<file path="src/rtl/pcthr_pkg.sv">
`timescale 1ns / 1ps
`default_nettype none
// ----------------------------------------------------------------------------
// pcthr_pkg
// Types and constants shared by the power cap thread throttle unit.
// ----------------------------------------------------------------------------
package pcthr_pkg;

    localparam int PWR_W      = 20;   // power in 1/16 W
    localparam int CAP_W      = 11;   // thread cap
    localparam int WIN_W      = 5;    // averaging window
    localparam int AVG_FRAC   = 8;    // fraction bits of the average
    localparam int AVG_W      = PWR_W + AVG_FRAC;
    localparam int ACC_W      = AVG_W + WIN_W;
    localparam int HOLD_W     = 8;
    localparam int ACT_W      = 2;
    localparam int CFG_IDX_W  = 3;
    localparam int CFG_DATA_W = PWR_W;

    // quotient always fits the average width, so one step per average bit
    localparam int DIV_STEPS  = AVG_W;
    localparam int CNT_W      = $clog2(DIV_STEPS);

    localparam logic [ACT_W-1:0] ACT_NONE  = 2'd0;
    localparam logic [ACT_W-1:0] ACT_LOWER = 2'd1;
    localparam logic [ACT_W-1:0] ACT_RAISE = 2'd2;

    localparam logic [CFG_IDX_W-1:0] REG_HIGH_LIMIT = 3'd0;
    localparam logic [CFG_IDX_W-1:0] REG_LOW_LIMIT  = 3'd1;
    localparam logic [CFG_IDX_W-1:0] REG_MOST       = 3'd2;
    localparam logic [CFG_IDX_W-1:0] REG_FEWEST     = 3'd3;
    localparam logic [CFG_IDX_W-1:0] REG_WINDOW     = 3'd4;
    localparam logic [CFG_IDX_W-1:0] REG_STOPPED    = 3'd5;

    localparam logic [PWR_W-1:0] RST_HIGH_LIMIT = 20'd3200;
    localparam logic [PWR_W-1:0] RST_LOW_LIMIT  = 20'd1600;
    localparam logic [CAP_W-1:0] RST_MOST       = 11'd16;
    localparam logic [CAP_W-1:0] RST_FEWEST     = 11'd1;
    localparam logic [WIN_W-1:0] RST_WINDOW     = 5'd3;

    typedef enum logic [1:0] {
        ST_IDLE,
        ST_MUL,
        ST_DIV,
        ST_UPDATE
    } pcthr_state_t;

    typedef struct packed {
        logic [PWR_W-1:0] high_limit;
        logic [PWR_W-1:0] low_limit;
        logic [CAP_W-1:0] most;
        logic [CAP_W-1:0] fewest;
        logic [WIN_W-1:0] window;
        logic             stopped;
    } pcthr_cfg_t;

    typedef struct packed {
        logic load;      // capture sample
        logic mul;       // form accumulator, seed divider
        logic div_step;  // one restoring divide step
        logic commit;    // update state and result register
    } pcthr_cmd_t;

endpackage : pcthr_pkg
`default_nettype wire

</file>
<file path="src/rtl/power_cap_thread_throttle_unit.sv">
`timescale 1ns / 1ps
`default_nettype none
// ----------------------------------------------------------------------------
// power_cap_thread_throttle_unit
// Power-capping thread limiter: running average and cap throttling per tick.
// ----------------------------------------------------------------------------
// Each input beat carries one power sample (1/16 W) and yields exactly one
// result beat: the thread cap, throttle flag, action code and the running
// average (8 fraction bits). A sample is captured, multiplied by (window-1),
// passed through a restoring divide by the window that retires one quotient
// bit per cycle, and then the decision is applied. A new sample is taken
// only after the previous one has been applied, and applying waits until
// the result register is free. The result sits in an output register, so
// the next sample is accepted while the previous result still waits.
// Configuration writes are always accepted; change registers only while no
// sample is in flight. Indices past the register list are ignored.
// ----------------------------------------------------------------------------
module power_cap_thread_throttle_unit (
    input  wire logic                              aclk,
    input  wire logic                              aresetn,
    // sample channel
    input  wire logic                              s_valid,
    output logic                                   s_ready,
    input  wire logic [pcthr_pkg::PWR_W-1:0]       s_power_sample,
    // result channel
    output logic                                   m_valid,
    input  wire logic                              m_ready,
    output logic [pcthr_pkg::CAP_W-1:0]            m_cap_out,
    output logic                                   m_throttle_on,
    output logic [pcthr_pkg::ACT_W-1:0]            m_action,
    output logic [pcthr_pkg::AVG_W-1:0]            m_average_out,
    // register write channel
    input  wire logic                              cfg_valid,
    output logic                                   cfg_ready,
    input  wire logic [pcthr_pkg::CFG_IDX_W-1:0]   cfg_index,
    input  wire logic [pcthr_pkg::CFG_DATA_W-1:0]  cfg_data
);
    import pcthr_pkg::*;

    pcthr_cfg_t cfg_reg;
    pcthr_cmd_t cmd;

    // register file; writes are registered, so never stall
    assign cfg_ready = 1'b1;

    always_ff @(posedge aclk) begin
        if (!aresetn) begin
            cfg_reg.high_limit <= RST_HIGH_LIMIT;
            cfg_reg.low_limit  <= RST_LOW_LIMIT;
            cfg_reg.most       <= RST_MOST;
            cfg_reg.fewest     <= RST_FEWEST;
            cfg_reg.window     <= RST_WINDOW;
            cfg_reg.stopped    <= 1'b0;
        end else if (cfg_valid && cfg_ready) begin
            unique case (cfg_index)
                REG_HIGH_LIMIT: cfg_reg.high_limit <= cfg_data;
                REG_LOW_LIMIT:  cfg_reg.low_limit  <= cfg_data;
                REG_MOST:       cfg_reg.most       <= cfg_data[CAP_W-1:0];
                REG_FEWEST:     cfg_reg.fewest     <= cfg_data[CAP_W-1:0];
                REG_WINDOW:     cfg_reg.window     <= cfg_data[WIN_W-1:0];
                REG_STOPPED:    cfg_reg.stopped    <= cfg_data[0];
                default: ;
            endcase
        end
    end

    // sequencer
    pcthr_ctrl u_ctrl (
        .aclk    (aclk),
        .aresetn (aresetn),
        .s_valid (s_valid),
        .s_ready (s_ready),
        .m_valid (m_valid),
        .m_ready (m_ready),
        .cmd     (cmd)
    );

    // average, divider, decision and result register
    pcthr_dpath u_dpath (
        .aclk           (aclk),
        .aresetn        (aresetn),
        .cfg            (cfg_reg),
        .cmd            (cmd),
        .s_power_sample (s_power_sample),
        .m_cap_out      (m_cap_out),
        .m_throttle_on  (m_throttle_on),
        .m_action       (m_action),
        .m_average_out  (m_average_out)
    );

`ifndef SYNTH
    // register file holds still between writes
    a_cfg_hold: assert property (@(posedge aclk) disable iff (!aresetn)
        !$past(cfg_valid) |-> $stable(cfg_reg))
        else $error("register file changed without a write");
`endif

endmodule : power_cap_thread_throttle_unit
`default_nettype wire

</file>
<file path="src/rtl/pcthr_ctrl.sv">
`timescale 1ns / 1ps
`default_nettype none
// ----------------------------------------------------------------------------
// pcthr_ctrl
// Sequencer: accept, multiply, divide steps, update; owns result valid.
// ----------------------------------------------------------------------------
module pcthr_ctrl (
    input  wire logic              aclk,
    input  wire logic              aresetn,
    input  wire logic              s_valid,
    output logic                   s_ready,
    output logic                   m_valid,
    input  wire logic              m_ready,
    output pcthr_pkg::pcthr_cmd_t  cmd
);
    import pcthr_pkg::*;

    localparam logic [CNT_W-1:0] CNT_LAST = CNT_W'(DIV_STEPS - 1);

    pcthr_state_t      state_reg, state_next;
    logic [CNT_W-1:0]  cnt_reg, cnt_next;
    logic              out_valid_reg, out_valid_next;
    logic              out_free;

    assign out_free = !out_valid_reg || m_ready;

    always_ff @(posedge aclk) begin
        if (!aresetn) begin
            state_reg     <= ST_IDLE;
            cnt_reg       <= '0;
            out_valid_reg <= 1'b0;
        end else begin
            state_reg     <= state_next;
            cnt_reg       <= cnt_next;
            out_valid_reg <= out_valid_next;
        end
    end

    // next state
    always_comb begin
        state_next = state_reg;
        cnt_next   = cnt_reg;
        unique case (state_reg)
            ST_IDLE: begin
                if (s_valid) state_next = ST_MUL;
            end
            ST_MUL: begin
                state_next = ST_DIV;
                cnt_next   = CNT_LAST;
            end
            ST_DIV: begin
                if (cnt_reg == '0) state_next = ST_UPDATE;
                else cnt_next = cnt_reg - 1'b1;
            end
            ST_UPDATE: begin
                if (out_free) state_next = ST_IDLE;
            end
            default: state_next = ST_IDLE;
        endcase
    end

    // outputs
    always_comb begin
        cmd     = '0;
        s_ready = 1'b0;
        unique case (state_reg)
            ST_IDLE: begin
                s_ready  = 1'b1;
                cmd.load = s_valid;
            end
            ST_MUL:    cmd.mul      = 1'b1;
            ST_DIV:    cmd.div_step = 1'b1;
            ST_UPDATE: cmd.commit   = out_free;
            default: ;
        endcase
    end

    always_comb begin
        if (cmd.commit) out_valid_next = 1'b1;
        else if (m_ready) out_valid_next = 1'b0;
        else out_valid_next = out_valid_reg;
    end

    assign m_valid = out_valid_reg;

`ifndef SYNTH
    // a waiting result is never overwritten
    a_no_overwrite: assert property (@(posedge aclk) disable iff (!aresetn)
        cmd.commit |-> (!out_valid_reg || m_ready))
        else $error("result overwritten before taken");

    a_commit_valid: assert property (@(posedge aclk) disable iff (!aresetn)
        cmd.commit |=> m_valid)
        else $error("commit did not raise m_valid");

    a_div_seed: assert property (@(posedge aclk) disable iff (!aresetn)
        (state_reg == ST_MUL) |=> (state_reg == ST_DIV && cnt_reg == CNT_LAST))
        else $error("divider not seeded with full step count");

    a_accept_start: assert property (@(posedge aclk) disable iff (!aresetn)
        (s_valid && s_ready) |=> (state_reg == ST_MUL))
        else $error("accepted beat did not start work");
`endif

endmodule : pcthr_ctrl
`default_nettype wire

</file>
<file path="src/rtl/pcthr_dpath.sv">
`timescale 1ns / 1ps
`default_nettype none
// ----------------------------------------------------------------------------
// pcthr_dpath
// Average update (multiply, restoring divide) and cap decision logic.
// ----------------------------------------------------------------------------
module pcthr_dpath (
    input  wire logic                         aclk,
    input  wire logic                         aresetn,
    input  wire pcthr_pkg::pcthr_cfg_t        cfg,
    input  wire pcthr_pkg::pcthr_cmd_t        cmd,
    input  wire logic [pcthr_pkg::PWR_W-1:0]  s_power_sample,
    output logic [pcthr_pkg::CAP_W-1:0]       m_cap_out,
    output logic                              m_throttle_on,
    output logic [pcthr_pkg::ACT_W-1:0]       m_action,
    output logic [pcthr_pkg::AVG_W-1:0]       m_average_out
);
    import pcthr_pkg::*;

    function automatic logic signed [HOLD_W-1:0] sat_dec(input logic signed [HOLD_W-1:0] h);
        sat_dec = (h == {1'b1, {(HOLD_W-1){1'b0}}}) ? h : h - 8'sd1;
    endfunction

    // architectural state
    logic [AVG_W-1:0]         avg_reg;
    logic signed [HOLD_W-1:0] hold_reg, hold_next;
    logic [CAP_W-1:0]         cap_reg, cap_next;
    logic                     flag_reg, flag_next;

    // working registers
    logic [PWR_W-1:0]         sample_reg;
    logic [WIN_W-1:0]         rem_reg, rem_next;
    logic [AVG_W-1:0]         quo_reg, quo_next;

    logic [CAP_W-1:0]         out_cap_reg;
    logic                     out_flag_reg;
    logic [ACT_W-1:0]         out_act_reg, act_next;
    logic [AVG_W-1:0]         out_avg_reg;

    logic [WIN_W-1:0]         w_eff, w_m1;
    logic [ACC_W-1:0]         acc;
    logic [WIN_W:0]           trial;
    logic                     q_bit;

    assign w_eff = (cfg.window == '0) ? WIN_W'(1) : cfg.window;
    assign w_m1  = w_eff - 1'b1;
    assign acc   = ACC_W'(avg_reg) * ACC_W'(w_m1)
                 + ACC_W'({sample_reg, {AVG_FRAC{1'b0}}});

    // restoring divide step; remainder stays below the window
    assign trial = {rem_reg, quo_reg[AVG_W-1]};
    assign q_bit = (trial >= {1'b0, w_eff});

    always_comb begin
        if (q_bit) rem_next = WIN_W'(trial - {1'b0, w_eff});
        else rem_next = trial[WIN_W-1:0];
        quo_next = {quo_reg[AVG_W-2:0], q_bit};
    end

    // decision on the captured sample and the freshly divided average (quo_reg)
    logic                     is_high, is_low, zero_sample;
    logic signed [HOLD_W-1:0] h1, h2, reload;
    logic                     do_lower, do_raise;
    logic [CAP_W-1:0]         diff_lo, diff_hi, step_lo, step_hi;
    logic [CAP_W-1:0]         cap_lowered, cap_raised;

    assign zero_sample = (sample_reg == '0);
    assign is_high = (sample_reg > cfg.high_limit)
                  || (quo_reg > {cfg.high_limit, {AVG_FRAC{1'b0}}});
    assign is_low  = (sample_reg < cfg.low_limit)
                  && (quo_reg < {cfg.low_limit, {AVG_FRAC{1'b0}}});
    assign reload  = HOLD_W'(w_eff);

    always_comb begin
        h1 = is_high ? sat_dec(hold_reg) : hold_reg;
        h2 = sat_dec(h1);
        do_lower = !zero_sample && is_high && (h1 <= 8'sd0);
        do_raise = !zero_sample && !do_lower && is_low && (h2 <= 8'sd0);
    end

    // half the distance to the bound, at least one, clamped
    always_comb begin
        diff_lo = cap_reg - cfg.fewest;
        diff_hi = cfg.most - cap_reg;
        step_lo = (diff_lo > 11'd1) ? (diff_lo >> 1) : 11'd1;
        step_hi = (diff_hi > 11'd1) ? (diff_hi >> 1) : 11'd1;
        cap_lowered = (cap_reg > cfg.fewest) ? cap_reg - step_lo : cfg.fewest;
        cap_raised  = (cap_reg < cfg.most)   ? cap_reg + step_hi : cfg.most;
    end

    always_comb begin
        hold_next = hold_reg;
        cap_next  = cap_reg;
        flag_next = flag_reg;
        act_next  = ACT_NONE;
        if (!cfg.stopped) begin
            if (do_lower) begin
                cap_next  = cap_lowered;
                flag_next = 1'b1;
                hold_next = reload;
                act_next  = ACT_LOWER;
            end else if (do_raise) begin
                cap_next  = cap_raised;
                flag_next = 1'b0;
                hold_next = reload;
                act_next  = ACT_RAISE;
            end else if (!zero_sample) begin
                hold_next = is_low ? h2 : h1;
            end
        end
    end

    always_ff @(posedge aclk) begin
        if (!aresetn) begin
            avg_reg  <= '0;
            hold_reg <= '0;
            cap_reg  <= RST_MOST;
            flag_reg <= 1'b1;
        end else if (cmd.commit) begin
            if (!cfg.stopped) avg_reg <= quo_reg;
            hold_reg <= hold_next;
            cap_reg  <= cap_next;
            flag_reg <= flag_next;
        end
    end

    always_ff @(posedge aclk) begin
        if (cmd.load) sample_reg <= s_power_sample;
        if (cmd.mul) begin
            rem_reg <= acc[ACC_W-1:AVG_W];
            quo_reg <= acc[AVG_W-1:0];
        end else if (cmd.div_step) begin
            rem_reg <= rem_next;
            quo_reg <= quo_next;
        end
        if (cmd.commit) begin
            out_cap_reg  <= cap_next;
            out_flag_reg <= flag_next;
            out_act_reg  <= act_next;
            out_avg_reg  <= cfg.stopped ? avg_reg : quo_reg;
        end
    end

    assign m_cap_out     = out_cap_reg;
    assign m_throttle_on = out_flag_reg;
    assign m_action      = out_act_reg;
    assign m_average_out = out_avg_reg;

`ifndef SYNTH
    a_rem_bound: assert property (@(posedge aclk) disable iff (!aresetn)
        cmd.div_step |-> (rem_reg < w_eff))
        else $error("divider remainder out of range");
`endif

endmodule : pcthr_dpath
`default_nettype wire
</file>
<file path="config.mk">
export PLATFORM = sky130hd
export DESIGN_NAME = power_cap_thread_throttle_unit
export DESIGN_NICKNAME = d
export VERILOG_FILES = /design/src/rtl/pcthr_pkg.sv /design/src/rtl/power_cap_thread_throttle_unit.sv /design/src/rtl/pcthr_ctrl.sv /design/src/rtl/pcthr_dpath.sv
export SDC_FILE = /design/constraint.sdc
export NUM_CORES = 1
export LEC_CHECK = 0
export BUFFER_PORTS_ARGS = -buffer_cell sky130_fd_sc_hd__buf_2
export CAP_MARGIN = 20
export CORE_MARGIN = 3
export CORE_UTILIZATION = 55
export CTS_CLUSTER_SIZE = 16
export DETAILED_ROUTE_END_ITERATION = 16
export MAX_ROUTING_LAYER = met4
export PLACE_DENSITY = 0.76
export RECOVER_POWER = 100
export SYNTH_ARGS = -nofsm -noshare
export SYNTH_HDL_FRONTEND = slang
export SYNTH_SLANG_ARGS = --single-unit
</file>
<file path="constraint.sdc">
create_clock -name aclk -period 18.3 [get_ports aclk]
set_input_delay 3.66 -clock aclk [delete_from_list [all_inputs] [get_ports aclk]]
set_output_delay 3.66 -clock aclk [all_outputs]
set_load 0.1 [all_outputs]
</file>
==> results.sh, run 1 <==
export IMPL_fin_worst_skew_ps=15.7
export IMPL_layout_commonest_cell="inv_1"
export IMPL_power_mw=2.54
export IMPL_num_vias=14600
export IMPL_peakVddDrop_v=0.000183
export IMPL_grt_pass1_vias=14500
export IMPL_outcome="finished, violations left"
export IMPL_vias_per_cell=5.77
export IMPL_hold_class="reg2reg"
export IMPL_synthAdderAreaFrac_pct=23.9
export IMPL_crit_required_ps=18720
export IMPL_synth_top_family_by_area="adder cells"
export IMPL_die_area_um2=35200
export IMPL_ys_warn_count=0
export IMPL_syn_num_nets=2345
export IMPL_synth_area_mux_share_pct=4.74
export IMPL_hp_start="cfg_reg[66]"
export IMPL_finish_net_count=2412
export IMPL_cts_tree="done"
export IMPL_worst_hold_slack_ps=454
export IMPL_reg2reg_from="cfg_reg[3]"
export IMPL_min_to="cfg_reg[66]"
export IMPL_rsz0062_at_grt="no"
export IMPL_synth_xor_area_share_pct=3.33
export IMPL_violations="max-capacitance violations, max-slew violations"
export IMPL_startpoint_type="input pin"
export IMPL_fin_area_um2=19700
export IMPL_drive_gt1_share_pct=6.85
export IMPL_final_max_slew_violation_count=379
export IMPL_crit_path_end_kind="flop"
export IMPL_synth_top_area_share_pct=15.7
export IMPL_synth_compound_area_share_pct=14.3
export IMPL_min_period_ps=9420
export IMPL_n_antenna_cell=0
export IMPL_numCtsBuffers=26
export IMPL_clock_sinks=219
export IMPL_yosys_area_share_simple_pct=17.3
export IMPL_path_clk_slew_ps=60
export IMPL_worstHoldPathCells=2
export IMPL_layout_common_cells="261 x inv_1, 247 x nand2_1, 178 x ha_1, 165 x a21oi_1, 124 x dfxtp_1"
export IMPL_synth_edf_count=95
export IMPL_yosys_area_top_type="edfxtp_1"
export IMPL_path_class="in2reg"
export IMPL_synthArstFlopShare_pct=0
export IMPL_core_area_um2=32000
export IMPL_portBuffers=91
export IMPL_maxCapViolCount=8
export IMPL_maxSlewHeadroom_pct=-199
export IMPL_dr_pass1_iters=6
export IMPL_max_clock_freq_mhz=106
export IMPL_antenna_found_initial=0
export IMPL_setup_viol=0
export IMPL_r2r_cells=25
export IMPL_cts_resized_gates=0
export IMPL_tns_ps=0
export IMPL_root_buffer="clkbuf_16"
export IMPL_gp_congestion=0.932
export IMPL_track_usage_pct=27.8
export IMPL_hpwl_um=35500
export IMPL_die_x_um=188
export IMPL_grt_max_degree=92
export IMPL_arrival_ps=9840
export IMPL_grt_overflow=0
export IMPL_syn_area_per_cell_um2=9.01
export IMPL_antenna_left=0
export IMPL_cts_setup_buffers=0
export IMPL_drt_iter0_markers=1131
export IMPL_io_pins=93
export IMPL_wl_um=47800
export IMPL_syn_inst=2014
export IMPL_insertion_delay_ps=560
export IMPL_worst_pin_slew_ps=4490
export IMPL_drc=0
export IMPL_timing_final_hold_violations=0
export IMPL_synthesis_area_um2=18100
export IMPL_cts_htree_levels=1
export IMPL_placed_area_um2=19000
export IMPL_syn2layout_area_growth_pct=8.75
export IMPL_ys_flop_type="dfxtp_1"
export IMPL_largest_register_ffs=68
export IMPL_placementRows=65
export IMPL_grt_pass1_wl_um=76900
export IMPL_final_core_utilization_pct=61.6
export IMPL_die_height_um=188
export IMPL_cts_hold_buf=0
export IMPL_clock_path_buffers=3
export IMPL_start_util_pct=56.6
export IMPL_ys_seq_elements=219
export IMPL_yosysUniqueCellTypes=86
export IMPL_power_leakage_nw=8.15
export IMPL_reg2reg_to="u_dpath.rem_reg[2]"
export IMPL_crit_fanout=78
export IMPL_synth_area_leaders="edfxtp_1 16%, dfxtp_1 14%, ha_1 12%, fa_1 11%, inv_1 5.4%"
export IMPL_r2r_setup_slack_ps=10190
export IMPL_wl_per_cell_um=18.8
export IMPL_synth_seq_area_share_pct=29.4
export IMPL_power_density_nw_per_um2=129
export IMPL_post_route_period_util_pct=51.5
[final cells by class]
cell class / instances / area [um^2]
Fill cell: 2759 / 12300
Multi-Input combinational cell: 1466 / 11500
Sequential cell: 219 / 5340
Inverter: 262 / 983
Clock buffer: 39 / 763
Tap cell: 435 / 544
Timing Repair Buffer: 106 / 477
Clock inverter: 9 / 119
[worst max-delay path by stage]
stage	from	to	slack, ps	depth (start not counted)
6_report	m_ready	u_dpath.hold_reg[5]	8880	9
5_1_grt	m_ready	u_dpath.hold_reg[5]	8210	9
4_1_cts	cfg_reg[3]	u_dpath.rem_reg[2]	11410	26
3_5_place_dp	cfg_reg[3]	u_dpath.rem_reg[2]	11410	26
3_3_place_gp	cfg_reg[3]	u_dpath.rem_reg[2]	11570	26
2_1_floorplan	cfg_reg[3]	u_dpath.rem_reg[4]	11750	27
[through the flow]
step           setup slack [ps]  std cells
3_5_place_dp              11410       2487
3_3_place_gp              11570       2487
4_1_cts                   11410       2535
2_1_floorplan             11750       2014
5_1_grt                    8210       2536
6_report                   8880       2536
[routing by layer]
metal  GRT usage, %  vias to the layer above  share of wire [%]
met5              -                        -                  0
li1               -                     6982                  -
met3           4.19                      129                6.5
met4           10.6                        0                4.6
met2           42.4                      486                 44
met1           37.5                     7041                 45
[cell usage after synthesis, types with 19 or more instances]
cell and instances:
a21o_1 34, a21oi_1 165, and2_1 55, clkbuf_1 57, dfxtp_1 124, edfxtp_1 95, fa_1 104, ha_1 179
inv_1 260, mux2_2 48, mux2i_1 32, nand2_1 247, nand2b_1 19, nand3_1 26, nand4_1 19, nor2_1 79
nor2b_1 104, nor3_1 20, o211ai_1 19, o21ai_0 55, xnor2_1 50, xor2_1 19
[worst max-delay path: stages]
cell and delay [ps]:
clkbuf_1 100, nand2b_1 120, nand2_2 50, clkbuf_1 1000, clkinv_1 220, clkbuf_1 2970, nand2_1 960, or3_1 590
a21oi_1 120
[report_power, final]
group	total (mW)	internal [mW]	switching, mW
Combinational	1.23	0.479	0.756
Sequential	0.770	0.656	0.114
Clock	0.539	0.318	0.220
Total	2.54	1.45	1.09
[kinds of logic (layout without fill, tap and decap cells)]
logic type,Yosys count,in the layout
AO/OA/AOI/OAI,400,400
XOR/XNOR,69,69
adder cells (fa/ha/maj),285,285
buffers and inverters,329,416
flip-flops,219,219
multiplexers,80,80
other,1,1
AND/OR/NAND/NOR,631,631
Power figures use the tool's default switching activity.
==> run 2: changes to the inputs <==
Settings changed: ABC_AREA from default to 1, PLACE_DENSITY 0.76 to 0.79.
Clock period 18.3 ns to 7.8 ns, I/O delays scaled along.
==> run 2 against run 1 <==
  * The run still ends with max-capacitance violations, max-slew violations left
  * First-iteration DRC count down 5.2%
  * Area after synthesis is 0.90% lower
  * Critical path depth rose by 22
==> results.sh, run 2 <==
export IMPL_start_util_pct=56.4
export IMPL_synth_edf_count=95
export IMPL_fillers=2844
export IMPL_arrival_ps=7010
export IMPL_synth_top_area_share_pct=15.9
export IMPL_violations="max-capacitance violations, max-slew violations"
export IMPL_die_x_um=187
export IMPL_outcome="finished, violations left"
export IMPL_ys_flop_type="dfxtp_1"
export IMPL_peakVddDrop_v=0.000220
export IMPL_drive_gt1_share_pct=5.78
export IMPL_n_antenna_cell=0
export IMPL_power_density_nw_per_um2=353
export IMPL_setup_viol=0
export IMPL_worstSetupEndpoint="u_dpath.rem_reg[1]"
export IMPL_die_height_um=187
export IMPL_post_route_period_util_pct=86.5
export IMPL_crit_top_cell="nand2_1"
export IMPL_placementRows=65
export IMPL_finish_net_count=2717
export IMPL_syn_num_nets=2651
export IMPL_num_vias=15700
export IMPL_startpoint_type="flop"
export IMPL_clock_path_buffers=3
export IMPL_rsz0062_at_grt="no"
export IMPL_synthesis_area_um2=18000
export IMPL_reg2reg_to="u_dpath.rem_reg[1]"
export IMPL_synth_seq_area_share_pct=29.7
export IMPL_pre_cts_ws_ps=1210
export IMPL_r2r_cells=31
export IMPL_power_internal_mw=3.55
export IMPL_cts_htree_levels=1
export IMPL_portBuffers=91
export IMPL_final_core_utilization_pct=61.4
export IMPL_cts_resized_gates=0
export IMPL_maxCapViolCount=6
export IMPL_syn2layout_area_growth_pct=8.89
export IMPL_cts_setup_buffers=0
export IMPL_syn_inst=2320
export IMPL_layout_commonest_cell="inv_1"
export IMPL_power_leakage_nw=8.87
export IMPL_yosysUniqueCellTypes=58
export IMPL_clkPwrFrac_pct=18.3
export IMPL_die_area_um2=34900
export IMPL_grt_overflow=0
export IMPL_clock_sinks=219
export IMPL_ys_seq_elements=219
export IMPL_vias_per_cell=5.53
export IMPL_fin_worst_skew_ps=42.3
export IMPL_layout_setup_ws_ps=1050
export IMPL_r2r_setup_slack_ps=1050
export IMPL_drt_iter0_markers=1072
export IMPL_timing_final_hold_violations=0
export IMPL_tns_ps=0
export IMPL_cts_hold_buf=0
export IMPL_root_buffer="clkbuf_16"
export IMPL_min_period_ps=6750
export IMPL_wl_per_cell_um=17.1
export IMPL_total_switching_power_mw=3.36
export IMPL_grt_pass1_vias=15500
export IMPL_path_class="reg2reg"
export IMPL_crit_start="cfg_reg[3]"
export IMPL_core_area_um2=31900
export IMPL_insertion_delay_ps=560
export IMPL_io_pins=93
export IMPL_numCtsBuffers=25
export IMPL_ys_warn_count=0
export IMPL_crit_path_end_kind="flop"
export IMPL_crit_fanout=14
export IMPL_drc=0
export IMPL_layout_common_cells="409 x inv_1, 377 x nand2_1, 255 x nor2_1, 210 x a21oi_1, 207 x o21ai_0"
export IMPL_cp_slowest_cell="xor2_2"
export IMPL_path_clk_slew_ps=70
export IMPL_gp_congestion=0.950
export IMPL_wl_um=48500
export IMPL_maxSlewHeadroom_pct=-118
export IMPL_antenna_left=0
export IMPL_dr_pass1_iters=6
export IMPL_yosys_area_top_type="edfxtp_1"
export IMPL_largest_register_ffs=68
export IMPL_max_clock_freq_mhz=148
export IMPL_hpwl_um=37200
export IMPL_grt_max_degree=81
export IMPL_reg2reg_from="cfg_reg[3]"
export IMPL_synth_area_leaders="edfxtp_1 16%, dfxtp_1 14%, ha_1 12%, fa_1 12%, inv_1 8.5%"
export IMPL_antenna_found_initial=0
export IMPL_power_frac_seq_pct=27.2
export IMPL_grt_pass1_wl_um=78900
export IMPL_pwr_share_comb_pct=54.5
export IMPL_yosysMostFrequentCell="inv_1"
export IMPL_synthArstFlopShare_pct=0
export IMPL_final_max_slew_violation_count=294
export IMPL_worst_pin_slew_ps=3270
export IMPL_critPathMaxStageDelay_ps=670
export IMPL_track_usage_pct=28.2
export IMPL_synth_commonest_cells="409 x inv_1, 376 x nand2_1, 253 x nor2_1"
export IMPL_crit_required_ps=8060
export IMPL_syn_area_per_cell_um2=7.75
export IMPL_hold_class="reg2reg"
export IMPL_cts_tree="done"
export IMPL_p_sw_share_pct=48.6
run 2: worst min path at each step:
stage | start | to | slack [ps] | depth (start not counted)
floorplan | u_dpath.flag_reg | u_dpath.flag_reg | 430 | 2
global placement | u_dpath.flag_reg | u_dpath.flag_reg | 450 | 2
detailed placement | u_dpath.flag_reg | u_dpath.flag_reg | 460 | 2
CTS | u_dpath.flag_reg | u_dpath.flag_reg | 480 | 2
global route | u_dpath.flag_reg | u_dpath.flag_reg | 480 | 2
finish | u_dpath.flag_reg | u_dpath.flag_reg | 480 | 2
run 2: power groups by stage:
| stage | sequential [mW] | clock (mW) | combinational [mW] |
|---|---|---|---|
| after floorplan | 2.00 | 0 | 2.70 |
| after global placement | 1.88 | 0 | 3.63 |
| after detailed placement | 1.88 | 0 | 3.73 |
| after CTS | 1.86 | 1.28 | 3.77 |
| after global routing | 1.90 | 1.32 | 4.24 |
| final | 1.88 | 1.26 | 3.77 |
run 2: per-layer routing:
metal	vias to the layer above	global-route usage [%]	routed length, um
li1	7646	-	-
met2	605	48.4	23400
met1	7350	35.3	20100
met5	-	-	0
met4	0	8.55	1530
met3	108	3.13	3510
run 2: metrics by stage:
step           cells  area (um^2)  hold WS (ps)  total power [mW]
3_3_place_gp    2793        18800           445              5.52
6_report        2840        19600           476              6.91
3_5_place_dp    2793        18800           457              5.62
2_1_floorplan   2320        18000           434              4.70
5_1_grt         2840        19600           484              7.46
4_1_cts         2839        19700           475              6.91
run 2: worst max-delay path, delay by kind of cell, from the launching register on:
family	cells	cell delay, ps
compound gates	7	1320
simple gates	15	1620
fa+ha+maj	5	2130
xor+xnor	1	670
flops	1	360
buf+inv	3	330
run 2: logic make-up after synthesis:
group / after synthesis / share of synthesized area, %
simple gates: 786 / 18.5
compound gates: 488 / 14.6
buf+inv: 483 / 10.3
fa+ha+maj: 283 / 24.0
flops: 219 / 29.7
xor+xnor: 59 / 2.87
other cells: 1 / 0.0209
mux: 1 / 0.0557
run 2: cell type report:
type                       instances  area [um^2]  share of cell area [%]
clock inverter                    16          183                   0.933
timing repair buffer             103          462                    2.36
sequential                       219         5340                    27.2
clock buffer                      30          697                    3.56
inverter                         419         1570                    8.03
multi-input combinational       1618        10800                    55.1
tap                              435          544                    2.78
